`config.mk`:
```
export PLATFORM = sky130hd
export DESIGN_NAME = tlwbc_ctrl
export DESIGN_NICKNAME = d
export VERILOG_FILES = /design/src/sv/tlwbc_pkg.sv /design/src/sv/tlwbc_ctrl.sv
export SDC_FILE = /design/constraint.sdc
export NUM_CORES = 1
export LEC_CHECK = 0
export ABC_AREA = 1
export BUFFER_PORTS_ARGS = -buffer_cell sky130_fd_sc_hd__buf_4
export CORE_AREA = 8 8 45 47
export DETAILED_ROUTE_END_ITERATION = 8
export DIE_AREA = 0 0 53 55
export PLACE_DENSITY_LB_ADDON = 0.3
export SLEW_MARGIN = 20
export SYNTH_ARGS = -nofsm -noshare
export SYNTH_HDL_FRONTEND = slang
export SYNTH_SLANG_ARGS = --single-unit
```
`constraint.sdc`:
```
create_clock -name clk -period 1.6 [get_ports clk]
set_input_delay 0.16 -clock clk [delete_from_list [all_inputs] [get_ports clk]]
set_output_delay 0.16 -clock clk [all_outputs]
set_load 0.01 [all_outputs]
```
`src/sv/tlwbc_pkg.sv`:
```
// Package: geometry constants, codes and controller/datapath types of the cache.
package tlwbc_pkg;

  localparam int BLOCK_BYTES = 64;
  localparam int L1_LINES    = 256;
  localparam int L2_LINES    = 512;
  localparam int MEM_BYTES   = 65536;

  localparam int ADDR_W    = 16;
  localparam int WORD_W    = 32;
  localparam int COST_W    = 8;
  localparam int ACC_W     = 11;
  localparam int TOTAL_W   = 32;
  localparam int CFG_IDX_W = 3;

  localparam int BW        = BLOCK_BYTES / 4;
  localparam int WOFF_W    = $clog2(BW);
  localparam int BOFF_W    = $clog2(BLOCK_BYTES);
  localparam int L1_IDX_W  = $clog2(L1_LINES);
  localparam int L2_IDX_W  = $clog2(L2_LINES);
  localparam int L1_TAG_W  = ADDR_W - BOFF_W - L1_IDX_W;
  localparam int L2_TAG_W  = ADDR_W - BOFF_W - L2_IDX_W;
  localparam int BLK_W     = ADDR_W - BOFF_W;
  localparam int MEM_WORDS = MEM_BYTES / 4;
  localparam int MEM_AW    = $clog2(MEM_WORDS);
  localparam int L1_WORDS  = L1_LINES * BW;
  localparam int L2_WORDS  = L2_LINES * BW;
  localparam int L1_DAW    = L1_IDX_W + WOFF_W;
  localparam int L2_DAW    = L2_IDX_W + WOFF_W;
  localparam int CNT_W     = $clog2(BW + 1);

  typedef enum logic [CFG_IDX_W-1:0] {
    REG_L1_RD  = 3'd0,
    REG_L1_WR  = 3'd1,
    REG_L2_RD  = 3'd2,
    REG_L2_WR  = 3'd3,
    REG_MEM_RD = 3'd4,
    REG_MEM_WR = 3'd5
  } reg_idx_t;

  typedef enum logic [2:0] {
    COST_NONE,
    COST_L1_RD,
    COST_L1_WR,
    COST_L2_RD,
    COST_L2_WR,
    COST_MEM_RD,
    COST_MEM_WR
  } cost_sel_t;

  typedef enum logic [1:0] {
    CP_L2_TO_MEM,
    CP_MEM_TO_L2,
    CP_L1_TO_L2,
    CP_L2_TO_L1
  } copy_t;

  typedef enum logic [3:0] {
    S_CLEAR,
    S_IDLE,
    S_L1_REQ,
    S_L1_CHECK,
    S_L2_REQ,
    S_L2_CHECK,
    S_L2_WB,
    S_L2_FILL,
    S_L2_XFER,
    S_L1_ACC,
    S_L1_DONE,
    S_RESP
  } state_t;

  typedef struct packed {
    logic                valid;
    logic                dirty;
    logic [L1_TAG_W-1:0] tag;
  } l1_meta_t;

  typedef struct packed {
    logic                valid;
    logic                dirty;
    logic [L2_TAG_W-1:0] tag;
  } l2_meta_t;

  typedef struct packed {
    logic      clear;
    logic      load;
    logic      l1_capture;
    logic      l2_capture;
    logic      l2_meta_wr;
    logic      l1_access;
    logic      finish;
    logic      copy;
    copy_t     copy_kind;
    logic      victim;
    cost_sel_t cost_sel;
  } dp_cmd_t;

  typedef struct packed {
    logic clear_done;
    logic addr_err;
    logic l1_hit;
    logic l1_victim_dirty;
    logic l2_hit;
    logic l2_victim_dirty;
    logic copy_done;
  } dp_status_t;

endpackage

```
`src/sv/tlwbc_ctrl.sv`:
```
// Controller: sequences lookups, block transfers, clearing and the response.
module tlwbc_ctrl import tlwbc_pkg::*; (
  input  logic       clk,
  input  logic       rst,
  input  logic       req_valid,
  output logic       req_ready,
  output logic       rsp_valid,
  input  logic       rsp_ready,
  input  logic       op_wr,
  input  dp_status_t status,
  output dp_cmd_t    cmd
);
  state_t state, state_next;
  logic   victim, victim_next;

  always_ff @(posedge clk) begin
    if (rst) begin
      state  <= S_CLEAR;
      victim <= 1'b0;
    end else begin
      state  <= state_next;
      victim <= victim_next;
    end
  end

  always_comb begin
    state_next  = state;
    victim_next = victim;
    cmd         = '0;
    cmd.victim  = victim;
    cmd.cost_sel = COST_NONE;
    cmd.copy_kind = CP_L2_TO_MEM;
    req_ready   = 1'b0;
    rsp_valid   = 1'b0;
    unique case (state)
      S_CLEAR: begin
        cmd.clear = 1'b1;
        if (status.clear_done) begin
          state_next = S_IDLE;
        end
      end
      S_IDLE: begin
        req_ready = 1'b1;
        if (req_valid) begin
          cmd.load    = 1'b1;
          victim_next = 1'b0;
          state_next  = S_L1_REQ;
        end
      end
      S_L1_REQ: begin
        if (status.addr_err) begin
          cmd.finish = 1'b1;
          state_next = S_RESP;
        end else begin
          state_next = S_L1_CHECK;
        end
      end
      S_L1_CHECK: begin
        cmd.l1_capture = 1'b1;
        if (status.l1_hit) begin
          state_next = S_L1_ACC;
        end else begin
          victim_next = status.l1_victim_dirty;
          state_next  = S_L2_REQ;
        end
      end
      S_L2_REQ: begin
        state_next = S_L2_CHECK;
      end
      S_L2_CHECK: begin
        cmd.l2_capture = 1'b1;
        if (status.l2_hit) begin
          state_next = S_L2_XFER;
        end else if (status.l2_victim_dirty) begin
          state_next = S_L2_WB;
        end else begin
          state_next = S_L2_FILL;
        end
      end
      S_L2_WB: begin
        cmd.copy      = 1'b1;
        cmd.copy_kind = CP_L2_TO_MEM;
        if (status.copy_done) begin
          cmd.cost_sel = COST_MEM_WR;
          state_next   = S_L2_FILL;
        end
      end
      S_L2_FILL: begin
        cmd.copy      = 1'b1;
        cmd.copy_kind = CP_MEM_TO_L2;
        if (status.copy_done) begin
          cmd.cost_sel = COST_MEM_RD;
          state_next   = S_L2_XFER;
        end
      end
      S_L2_XFER: begin
        cmd.copy      = 1'b1;
        cmd.copy_kind = victim ? CP_L1_TO_L2 : CP_L2_TO_L1;
        if (status.copy_done) begin
          cmd.l2_meta_wr = 1'b1;
          cmd.cost_sel   = victim ? COST_L2_WR : COST_L2_RD;
          // after the victim goes down, fetch the wanted block
          if (victim) begin
            victim_next = 1'b0;
            state_next  = S_L2_REQ;
          end else begin
            state_next  = S_L1_ACC;
          end
        end
      end
      S_L1_ACC: begin
        cmd.l1_access = 1'b1;
        cmd.cost_sel  = op_wr ? COST_L1_WR : COST_L1_RD;
        state_next    = S_L1_DONE;
      end
      S_L1_DONE: begin
        cmd.finish = 1'b1;
        state_next = S_RESP;
      end
      S_RESP: begin
        rsp_valid = 1'b1;
        if (rsp_ready) begin
          state_next = S_IDLE;
        end
      end
      default: begin
        state_next = S_CLEAR;
      end
    endcase
  end
endmodule

```
# Word level (Yosys, flattened, before mapping)
# Cells that the tools add are included.
totals:
  inputBits: 12
  elab_cells: 60
  ff_bits: 5
  out_inout_bits: 16
op_classes:
  n_mux: 36
  eq_ne: 18
  reduce_logical: 4
ops:
  columns: ["operator", "n"]
  rows:
  - ["4-bit one-hot mux with 12 select lines", 1]
  - ["4-bit two-way mux", 10]
  - ["4-bit by 3-bit == test with 1-bit output (second input constant)", 4]
  - ["4-bit == test (second input constant)", 4]
  - ["1-bit two-way mux", 16]
  - ["2-bit inequality test (second input constant)", 7]
  - ["3-bit two-way mux", 4]
  - ["3-bit one-hot mux with 4 select lines", 1]
  - ["3-bit one-hot mux with 3 select lines", 1]
  - ["4-bit by 2-bit == test with 1-bit output (second input constant)", 2]
  - ["6-bit AND reduction", 1]
  - ["4-bit by 1-bit == test with 1-bit output (second input constant)", 1]
  - ["4-bit zero test", 1]
  - ["4-bit AND reduction", 1]
  - ["1-bit one-hot mux with 3 select lines", 1]
  - ["3-bit nonzero test", 1]
  - ["2-bit two-way mux", 1]
  - ["1-bit one-hot mux with 2 select lines", 1]

# Longest topological paths before layout
# Gate-level depths: netlist (run 1).
depth:
  ltp_word: 3
  ltp_mapped: 9
  ltp_nobuf: 8

# Worst setup path after synthesis (run 1)
# OpenSTA, ideal clock, no wires.
synth_path:
  path_type: "reg2out"
  start: "register state[1]"
  end: "output port cmd[2] (netlist name)"
  arrival_time_ns: 1.135
  path_buffers: 1
  stages_incl_launch_ff: 7
  t_required_ns: 1.440
  slack_ns: 0.305
  path_cell_list: "dfxtp_1 > buf_6 > nor2_4 > inv_1 > nor2_1 > nand2_1 > a21oi_1"
synth_lines:
  columns: ["item", "line", "rtl"]
  rows:
  - ["start, declared", "tlwbc_ctrl.sv:13", "state_t state, state_next;"]
  - ["start signal, assigned", "tlwbc_ctrl.sv:21", "state <= state_next;"]
  - ["end, declared", "tlwbc_ctrl.sv:11", "output dp_cmd_t cmd"]

==> run_summary.xml, run 1 <==
<?xml version="1.0" encoding="UTF-8"?>
<metrics>
  <group name="layout">
    <metric name="layout.cells.most_common" unit="">buf_4</metric>
    <metric name="finish.net_count" unit="">148</metric>
    <metric name="area.growth.synth_to_final" unit="%">54.5</metric>
    <metric name="antenna_cells_inserted" unit="">0</metric>
    <metric name="final_layout_size_suffix_gt1_frac" unit="">0.385</metric>
    <metric name="num-fill-cells" unit="">130</metric>
    <metric name="multiInputGateArea" unit="sq um">387</metric>
    <metric name="final_core_utilization" unit="">0.615</metric>
    <metric name="final_cell_mix" unit="">buf_4, nand2_1, inv_1, nand3_1, nor2_1</metric>
    <metric name="ff_latch_area" unit="sq um">110</metric>
  </group>
  <group name="clock_tree">
    <metric name="cts_root_buffer" unit="">clkbuf_4</metric>
    <metric name="hold_buffers" unit="">0</metric>
    <metric name="cts-root-to-sink-buffers" unit="">2</metric>
    <metric name="tritoncts.num_buffers" unit="">3</metric>
    <metric name="clock_sinks" unit="">5</metric>
    <metric name="worst_setup_hold_path_clk_slew" unit="ns">0.04</metric>
    <metric name="tritoncts" unit="">yes</metric>
    <metric name="h_tree_depth" unit="">1</metric>
    <metric name="latest_clock_arrival_within_the_worst_skew_pair" unit="ns">0.24</metric>
  </group>
  <group name="yosys">
    <metric name="largest_family_of_logic_cells_by_synthesized_area" unit="">simple AND/OR/NAND/NOR gates</metric>
    <metric name="synth_seq_cells" unit="">5</metric>
    <metric name="synth_compound_gate_area_share" unit="">0.118</metric>
    <metric name="synthXorXnorAreaFrac" unit="">0</metric>
    <metric name="seq_area_frac_synth" unit="">0.182</metric>
    <metric name="yosysUniqueCellTypes" unit="">20</metric>
    <metric name="syn_area" unit="sq um">551</metric>
    <metric name="yosysTopAreaCell" unit="">dfxtp_1</metric>
    <metric name="yosys_warnings" unit="">0</metric>
    <metric name="top_cells_by_area_in_the_synthesized_netlist" unit="">dfxtp_1, nand2_1, nand3_1, inv_1, nor2_1</metric>
    <metric name="avgSynthCellArea" unit="sq um">5.45</metric>
    <metric name="synth_fp_nets" unit="">113</metric>
    <metric name="synth_mux_area_frac" unit="">0</metric>
    <metric name="yosys.area_share.simple" unit="">0.543</metric>
    <metric name="synth_adder_area_share" unit="">0</metric>
    <metric name="syn-instance-count" unit="">101</metric>
    <metric name="netlist.area_leader.share" unit="">0.182</metric>
  </group>
  <group name="job">
    <metric name="drv.max_cap_violation_count" unit="">0</metric>
  </group>
  <group name="detailed_routing">
    <metric name="route.detailed.wl_per_inst" unit="um">12.5</metric>
    <metric name="wl_met1" unit="um">728</metric>
    <metric name="final_antenna_net_count" unit="">0</metric>
    <metric name="drt-pass1-iter-count" unit="">4</metric>
    <metric name="drt-initial-drc-count" unit="">28</metric>
    <metric name="routed_wl" unit="mm">1.88</metric>
    <metric name="vias" unit="">787</metric>
    <metric name="avgViaCountPerCell" unit="">5.21</metric>
    <metric name="routed-wl-met3" unit="um">174</metric>
    <metric name="top_layer" unit="">met4</metric>
    <metric name="drc_errors" unit="">0</metric>
    <metric name="detailroute.wirelength.met2" unit="um">951</metric>
  </group>
  <group name="critical_path">
    <metric name="worst_reg_to_reg_path_cell_count" unit="">8</metric>
    <metric name="crit_chain" unit="">inv_2 -&gt; nor2_2 -&gt; nand3_2 -&gt; nand2_1 -&gt; inv_1 -&gt; o32ai_1 -&gt; buf_4</metric>
    <metric name="worstPathBufferInverterCount" unit="">3</metric>
    <metric name="critical-path-top-delay-family" unit="">flip-flops</metric>
    <metric name="start_kind" unit="">flop</metric>
    <metric name="worst-path-max-fanout" unit="">6</metric>
    <metric name="worst_setup_path_endpoint" unit="">cmd[0]</metric>
    <metric name="cp_slowest_stage_delay" unit="ns">0.38</metric>
    <metric name="regToRegEndpoint" unit="">state[1]</metric>
    <metric name="critical_path_class" unit="">reg -&gt; out</metric>
    <metric name="crit-reg2reg-launch" unit="">state[1]</metric>
    <metric name="crit_start" unit="">state[3]</metric>
    <metric name="worst_ep_required_time" unit="ns">1.44</metric>
    <metric name="critical_path_arrival" unit="ns">1.35</metric>
    <metric name="reg2reg_slack" unit="ns">0.28</metric>
    <metric name="number_of_cells_on_the_critical_path" unit="">7</metric>
    <metric name="library_cell_contributing_the_largest_single_delay_on_the_critical_path" unit="">dfxtp_4</metric>
    <metric name="cp-end-kind" unit="">output pin</metric>
  </group>
  <group name="power">
    <metric name="cellPowerDensity" unit="nW/um^2">1320</metric>
    <metric name="max-vdd-ir-drop" unit="mV">0.805</metric>
    <metric name="power_leakage" unit="uW">0.000472</metric>
  </group>
  <group name="global_routing">
    <metric name="grt_start_max_net_pins" unit="">11</metric>
    <metric name="initial_antenna_violation_count" unit="">0</metric>
    <metric name="globalRouteTotalUtil" unit="">0.126</metric>
    <metric name="globalRoute.totalOverflow" unit="">0</metric>
    <metric name="wire_length_of_the_first_global_routing_pass" unit="mm">2.86</metric>
    <metric name="vias_in_the_first_global_route" unit="">700</metric>
  </group>
  <group name="sta">
    <metric name="period_share" unit="">0.945</metric>
    <metric name="slew_viol_final" unit="">0</metric>
    <metric name="rsz0062_at_grt" unit="">no</metric>
    <metric name="holdWs" unit="ns">0.110</metric>
    <metric name="hold_viol" unit="">0</metric>
    <metric name="clock_skew" unit="ns">0.00158</metric>
    <metric name="worst_pin_slew" unit="ns">0.327</metric>
    <metric name="fin_tns_setup" unit="ns">0</metric>
    <metric name="fmaxAchievable" unit="MHz">661</metric>
    <metric name="finalSetupViolations" unit="">0</metric>
    <metric name="timing.max_slew.rel_slack" unit="">0.781</metric>
    <metric name="postLayoutSetupSlackWorst" unit="ns">0.0882</metric>
    <metric name="finalCriticalPeriod" unit="ns">1.51</metric>
  </group>
  <group name="hold_path">
    <metric name="hold_path.class" unit="">in -&gt; reg</metric>
  </group>
  <group name="floorplan">
    <metric name="die_x" unit="um">53</metric>
    <metric name="floorplan.die_area" unit="sq um">2920</metric>
    <metric name="floorplan.io_pins" unit="">28</metric>
    <metric name="placementRows" unit="">14</metric>
    <metric name="core_area" unit="sq um">1380</metric>
    <metric name="chipHeight" unit="um">55</metric>
    <metric name="start_util" unit="">0.398</metric>
  </group>
  <group name="placement">
    <metric name="io_buffers" unit="">27</metric>
    <metric name="placement.setup.worst_slack" unit="ns">0.134</metric>
    <metric name="gp_routability_congestion" unit="">0.846</metric>
    <metric name="dp_hpwl" unit="mm">1.47</metric>
  </group>
  <group name="status">
    <metric name="outcome" unit="">complete, no violations</metric>
  </group>
</metrics>
cell usage after synthesis:
master and n:
nand2_1 26, nand2_2 1, nor2_2 3, inv_1 16, buf_6 1, dfxtp_1 5
o21ai_0 2, and3_1 1, nor2_4 1, a21oi_1 6, o32ai_1 1, nand3_1 14
nor2_1 14, nand3b_1 1, inv_2 2, o21bai_1 1, buf_4 1, a22o_1 1
nand3_2 1, nand4_1 3
cell families after synthesis:
group / Yosys count
buffers and inverters: 20
DFF: 5
AOI/OAI and AO/OA: 11
and+or+nand+nor: 65
worst reg2reg max path: stages, from the launching register on:
cell and delay [ns]:
dfxtp_4 0.36, buf_4 0.14, inv_1 0.05, nand2_1 0.10, nor2_1 0.20, nand2_1 0.11
nand3_1 0.09, nand2_1 0.06, a21oi_1 0.14
per-stage QoR:
stage                     cells  cell area [sq um]  total power (uW)
after floorplan             101                551               657
after global placement      142                754               864
after detailed placement    142                754               867
after CTS                   146                783              1020
after global routing        151                851              1240
final                       151                851              1120
metal layers:
metal,vias to the layer above,global-route usage
met5,-,0
met4,0,0.0517
met3,4,0.0241
met2,37,0.234
met1,353,0.135
li1,393,-
report_power, final:
group	internal, uW	switching (uW)
sequential	170	64.4
clock	93.9	46.1
combinational	313	437
total	577	548
flip-flops by register name, summed over array words and instances, names as in the netlist:
| name | count |
|---|---|
| state | 4 |
| victim | 1 |
what timing repair did:
| item | 4_1_cts | 5_1_grt |
|---|---|---|
| pin swaps | 0 | 0 |
| endpoints found under the setup margin | 2 | 6 |
| gates resized for setup | 2 | 11 |
| setup buffers | 0 | 5 |
area by class of cell:
class | instances | area share
multi-input combinational | 76 | 0.454
timing repair buffer | 32 | 0.282
sequential | 5 | 0.129
inverter | 18 | 0.0794
clock buffer | 4 | 0.0309
tap | 16 | 0.0235
how the worst min path moves through the flow:
| stage | startpoint | endpoint | cells after the start |
|---|---|---|---|
| 6_report | rst | state[3] | 2 |
| 4_1_cts | rst | state[3] | 2 |
| 5_1_grt | rst | state[0] | 2 |
| 3_5_place_dp | rst | victim | 2 |
| 2_1_floorplan | rst | state[0] | 1 |
| 3_3_place_gp | rst | state[2] | 2 |
Note: power is estimated with default switching activity, not from simulation.
==> inputs of run 2 (changes only) <==
--- a/config.mk
+++ b/config.mk
@@ -7,9 +7,9 @@
 export LEC_CHECK = 0
 export ABC_AREA = 1
 export BUFFER_PORTS_ARGS = -buffer_cell sky130_fd_sc_hd__buf_4
-export CORE_AREA = 8 8 45 47
+export CORE_MARGIN = 8
+export CORE_UTILIZATION = 39
 export DETAILED_ROUTE_END_ITERATION = 8
-export DIE_AREA = 0 0 53 55
 export PLACE_DENSITY_LB_ADDON = 0.3
 export SLEW_MARGIN = 20
 export SYNTH_ARGS = -nofsm -noshare
==> constraint.sdc (replaced) <==
create_clock -name clk -period 1.2 [get_ports clk]
set_input_delay 0.12 -clock clk [delete_from_list [all_inputs] [get_ports clk]]
set_output_delay 0.12 -clock clk [all_outputs]
set_load 0.01 [all_outputs]
==> run 2 against run 1 <==
Compared with the run above: the run now fails in 5_1_grt; synthesized cell count did not move; area after synthesis did not move.
==> run_summary.xml, run 2 <==
<?xml version="1.0" encoding="UTF-8"?>
<metrics>
  <group name="clock_tree">
    <metric name="cts_root_buffer" unit="">clkbuf_4</metric>
    <metric name="clock_sinks" unit="">5</metric>
    <metric name="cts-root-to-sink-buffers" unit="">2</metric>
    <metric name="h_tree_depth" unit="">1</metric>
    <metric name="tritoncts.num_buffers" unit="">3</metric>
  </group>
  <group name="yosys">
    <metric name="seq_area_frac_synth" unit="">0.182</metric>
    <metric name="synth_mux_area_frac" unit="">0</metric>
    <metric name="yosys.area_share.simple" unit="">0.543</metric>
    <metric name="netlist.area_leader.share" unit="">0.182</metric>
    <metric name="yosys_warnings" unit="">0</metric>
    <metric name="largest_family_of_logic_cells_by_synthesized_area" unit="">simple AND/OR/NAND/NOR gates</metric>
    <metric name="synth-main-ff-cell" unit="">dfxtp_1</metric>
    <metric name="synth_seq_cells" unit="">5</metric>
    <metric name="yosysUniqueCellTypes" unit="">20</metric>
    <metric name="top_cells_by_area_in_the_synthesized_netlist" unit="">dfxtp_1, nand2_1, nand3_1, inv_1, nor2_1</metric>
    <metric name="syn_area" unit="sq um">551</metric>
    <metric name="synth_adder_area_share" unit="">0</metric>
    <metric name="synthMostInstantiatedCell" unit="">nand2_1</metric>
    <metric name="syn-instance-count" unit="">101</metric>
    <metric name="synthXorXnorAreaFrac" unit="">0</metric>
    <metric name="post_synth_edffs" unit="">0</metric>
    <metric name="synth_compound_gate_area_share" unit="">0.118</metric>
    <metric name="yosysTopAreaCell" unit="">dfxtp_1</metric>
    <metric name="asyncSetResetFlopFracSynth" unit="">0</metric>
    <metric name="ys_top_cells_by_count" unit="">nand2_1, inv_1, nand3_1, nor2_1, a21oi_1</metric>
    <metric name="synth_fp_nets" unit="">113</metric>
    <metric name="avgSynthCellArea" unit="sq um">5.45</metric>
  </group>
  <group name="status">
    <metric name="outcome" unit="">did not finish</metric>
    <metric name="outcome.stop_stage" unit="">5_1_grt</metric>
    <metric name="error_message" unit="">[ERROR DPL-0038] Utilization greater than 100%, impossible to legalize</metric>
  </group>
  <group name="floorplan">
    <metric name="floorplan.io_pins" unit="">28</metric>
    <metric name="die_x" unit="um">53.6</metric>
    <metric name="placementRows" unit="">13</metric>
    <metric name="chipHeight" unit="um">53.6</metric>
    <metric name="start_util" unit="">0.418</metric>
  </group>
  <group name="global_routing">
    <metric name="grt_start_max_net_pins" unit="">6</metric>
  </group>
  <group name="sta">
    <metric name="worstEpCategory" unit="">top-level output</metric>
    <metric name="globalroute.repair_timing.worst_endpoint" unit="">cmd[2]</metric>
  </group>
  <group name="placement">
    <metric name="io_buffers" unit="">27</metric>
    <metric name="dp_hpwl" unit="mm">1.69</metric>
    <metric name="gp_routability_congestion" unit="">0.876</metric>
  </group>
</metrics>
run 2: cell counts after synthesis:
No cell type changed its count.
run 2: logic make-up after synthesis:
logic type	after synthesis
buffers and inverters	20
AO/OA/AOI/OAI	11
flip-flops	5
AND/OR/NAND/NOR	65
run 2: timing repair:
item	CTS
gates resized for setup	49
buffers inserted	14
hold buffers	0
pin swaps	15
endpoints found under the setup margin	20
run 2: through the flow:
step	utilization	std cells	setup WS, ns	instance area (sq um)	setup TNS [ns]
CTS	0.904	176	-0.290	1190	-3.03
detailed placement	0.685	159	-0.128	902	-0.615
global placement	0.685	159	-0.128	902	-0.666
floorplan	-	101	-0.00485	564	-0.00485
==> inputs of run 3 (changes only) <==
--- a/config.mk
+++ b/config.mk
@@ -7,10 +7,10 @@
 export LEC_CHECK = 0
 export ABC_AREA = 1
 export BUFFER_PORTS_ARGS = -buffer_cell sky130_fd_sc_hd__buf_4
-export CORE_MARGIN = 8
-export CORE_UTILIZATION = 39
+export CORE_AREA = 8 8 69 71
 export DETAILED_ROUTE_END_ITERATION = 8
-export PLACE_DENSITY_LB_ADDON = 0.3
+export DIE_AREA = 0 0 77 79
+export PLACE_DENSITY_LB_ADDON = 0.15
 export SLEW_MARGIN = 20
 export SYNTH_ARGS = -nofsm -noshare
 export SYNTH_HDL_FRONTEND = slang
==> constraint.sdc (replaced) <==
create_clock -name clk -period 1.55 [get_ports clk]
set_input_delay 0.155 -clock clk [delete_from_list [all_inputs] [get_ports clk]]
set_output_delay 0.155 -clock clk [all_outputs]
set_load 0.01 [all_outputs]
==> run 3 against run 2 <==
Compared with the run above: the run now ends clean.
==> run_summary.xml, run 3 (same netlist as run 1, synthesis figures left out) <==
<?xml version="1.0" encoding="UTF-8"?>
<metrics>
  <group name="clock_tree">
    <metric name="tritoncts.num_buffers" unit="">3</metric>
    <metric name="cts_root_buffer" unit="">clkbuf_8</metric>
    <metric name="clock_sinks" unit="">5</metric>
    <metric name="worst_setup_hold_path_clk_slew" unit="ns">0.04</metric>
    <metric name="tritoncts" unit="">yes</metric>
    <metric name="cts-root-to-sink-buffers" unit="">2</metric>
    <metric name="h_tree_depth" unit="">1</metric>
    <metric name="hold_buffers" unit="">0</metric>
    <metric name="latest_clock_arrival_within_the_worst_skew_pair" unit="ns">0.22</metric>
  </group>
  <group name="global_routing">
    <metric name="initial_antenna_violation_count" unit="">0</metric>
    <metric name="globalRoute.totalOverflow" unit="">0</metric>
    <metric name="globalRouteTotalUtil" unit="">0.0734</metric>
    <metric name="wire_length_of_the_first_global_routing_pass" unit="mm">3.62</metric>
    <metric name="vias_in_the_first_global_route" unit="">792</metric>
    <metric name="grt_start_max_net_pins" unit="">7</metric>
  </group>
  <group name="layout">
    <metric name="area.growth.synth_to_final" unit="%">69.5</metric>
    <metric name="final_cell_mix" unit="">buf_4, nand2_1, inv_1, nand3_1, nor2_1</metric>
    <metric name="largest_reg_flops" unit="">4</metric>
    <metric name="finish.net_count" unit="">148</metric>
    <metric name="biggestRegsByFlops" unit="">state x4, victim x1</metric>
    <metric name="layout.cells.most_common" unit="">buf_4</metric>
    <metric name="final_layout_size_suffix_gt1_frac" unit="">0.393</metric>
    <metric name="num-fill-cells" unit="">462</metric>
    <metric name="antenna_cells_inserted" unit="">0</metric>
    <metric name="layoutNonFillerInstCount" unit="">185</metric>
    <metric name="registers.top_by_ff_count" unit="">state</metric>
  </group>
  <group name="critical_path">
    <metric name="critical-path-top-delay-family" unit="">flip-flops</metric>
    <metric name="critical_path_arrival" unit="ns">1.34</metric>
    <metric name="worst-path-max-fanout" unit="">5</metric>
    <metric name="critical_path_class" unit="">reg -&gt; out</metric>
    <metric name="library_cell_contributing_the_largest_single_delay_on_the_critical_path" unit="">dfxtp_2</metric>
    <metric name="cp_slowest_stage_delay" unit="ns">0.37</metric>
    <metric name="worstPathBufferInverterCount" unit="">3</metric>
    <metric name="worst_ep_required_time" unit="ns">1.39</metric>
    <metric name="start_kind" unit="">flop</metric>
    <metric name="crit_chain" unit="">nand2_1 -&gt; inv_1 -&gt; nand2_1 -&gt; nand2_2 -&gt; inv_1 -&gt; o32ai_1 -&gt; buf_4</metric>
    <metric name="cp-end-kind" unit="">output pin</metric>
  </group>
  <group name="sta">
    <metric name="fmaxAchievable" unit="MHz">669</metric>
    <metric name="timing.max_slew.rel_slack" unit="">0.837</metric>
    <metric name="slew_viol_final" unit="">0</metric>
    <metric name="hold_viol" unit="">0</metric>
    <metric name="worst_pin_slew" unit="ns">0.244</metric>
    <metric name="fin_tns_setup" unit="ns">0</metric>
    <metric name="finalCriticalPeriod" unit="ns">1.50</metric>
    <metric name="period_share" unit="">0.965</metric>
    <metric name="rsz0062_at_grt" unit="">yes</metric>
    <metric name="clock_skew" unit="ns">0.00244</metric>
    <metric name="finalSetupViolations" unit="">0</metric>
  </group>
  <group name="power">
    <metric name="max-vdd-ir-drop" unit="mV">0.439</metric>
    <metric name="power.total" unit="uW">1280</metric>
    <metric name="power_leakage" unit="uW">0.000484</metric>
    <metric name="cellPowerDensity" unit="nW/um^2">1370</metric>
  </group>
  <group name="placement">
    <metric name="dp_hpwl" unit="mm">1.88</metric>
    <metric name="gp_routability_congestion" unit="">0.788</metric>
    <metric name="post-place-cells" unit="">177</metric>
    <metric name="io_buffers" unit="">27</metric>
  </group>
  <group name="detailed_routing">
    <metric name="route.detailed.wl_per_inst" unit="um">12.5</metric>
    <metric name="vias" unit="">774</metric>
    <metric name="routed_wl" unit="mm">2.31</metric>
    <metric name="drt-initial-drc-count" unit="">42</metric>
    <metric name="drt-pass1-iter-count" unit="">4</metric>
    <metric name="final_antenna_net_count" unit="">0</metric>
    <metric name="avgViaCountPerCell" unit="">4.18</metric>
    <metric name="drc_errors" unit="">0</metric>
  </group>
  <group name="floorplan">
    <metric name="core_area" unit="sq um">3800</metric>
    <metric name="floorplan.die_area" unit="sq um">6080</metric>
    <metric name="placementRows" unit="">23</metric>
    <metric name="floorplan.io_pins" unit="">28</metric>
    <metric name="chipHeight" unit="um">79</metric>
    <metric name="die_x" unit="um">77</metric>
    <metric name="start_util" unit="">0.145</metric>
  </group>
  <group name="job">
    <metric name="drv.max_cap_violation_count" unit="">0</metric>
  </group>
  <group name="hold_path">
    <metric name="hold_path.class" unit="">in -&gt; reg</metric>
  </group>
  <group name="status">
    <metric name="outcome" unit="">complete, no violations</metric>
  </group>
</metrics>
[run 3: metal layers]
| metal | track usage | routed length (um) |
|---|---|---|
| met1 | 0.0904 | 1080 |
| met2 | 0.109 | 998 |
| met3 | 0.0406 | 210 |
| met4 | 0.0170 | 19 |
| met5 | 0 | 0 |
[run 3: worst reg2reg max path, delay by kind of cell, from the launching register on]
kind / cells / cell delay (ns)
and+or+nand+nor: 6 / 0.67
AOI/OAI and AO/OA: 1 / 0.13
buffers and inverters: 1 / 0.07
DFF: 1 / 0.39
[run 3: path summary, 6_finish.rpt]
check	from	end	slack, ns	cells past startpoint
max	state[1]	cmd[0]	0.05	7
min	rst	state[3]	0.13	2
max reg2reg	state[2]	state[0]	0.21	8
min reg2reg	state[0]	state[0]	0.52	2
[run 3: layout make-up]
cell class / count / area, sq um / area share
clock buffers: 4 / 45.0 / 0.0483
multi-input cells: 76 / 405 / 0.434
well taps: 50 / 62.6 / 0.0670
repair buffers: 32 / 240 / 0.257
inverters: 18 / 70.1 / 0.0751
flip-flops and latches: 5 / 110 / 0.118
[run 3: timing repair]
item                                   in CTS  in global routing
pin swaps                                   2                  2
setup endpoints to repair                   3                  4
gates resized for setup                     9                  8
endpoints found under the hold margin       0                  0
buffers inserted                            1                  3
[run 3: through the flow]
stage | hold slack [ns] | instance area (sq um) | setup WS [ns] | util
floorplan | 0.224 | 551 | 0.260 | -
global placement | 0.368 | 805 | 0.0939 | 0.212
detailed placement | 0.366 | 805 | 0.0970 | 0.212
CTS | 0.125 | 880 | 0.0263 | 0.232
global route | 0.123 | 933 | -0.0466 | 0.246
finish | 0.126 | 933 | 0.0544 | 0.246
[run 3: power by group]
| group | internal (uW) | total (uW) | leakage [uW] | switching, uW |
|---|---|---|---|---|
| Sequential | 170 | 230 | 0.0000430 | 59.9 |
| Clock | 177 | 241 | 0.0000228 | 64.8 |
| Combinational | 329 | 805 | 0.000419 | 476 |
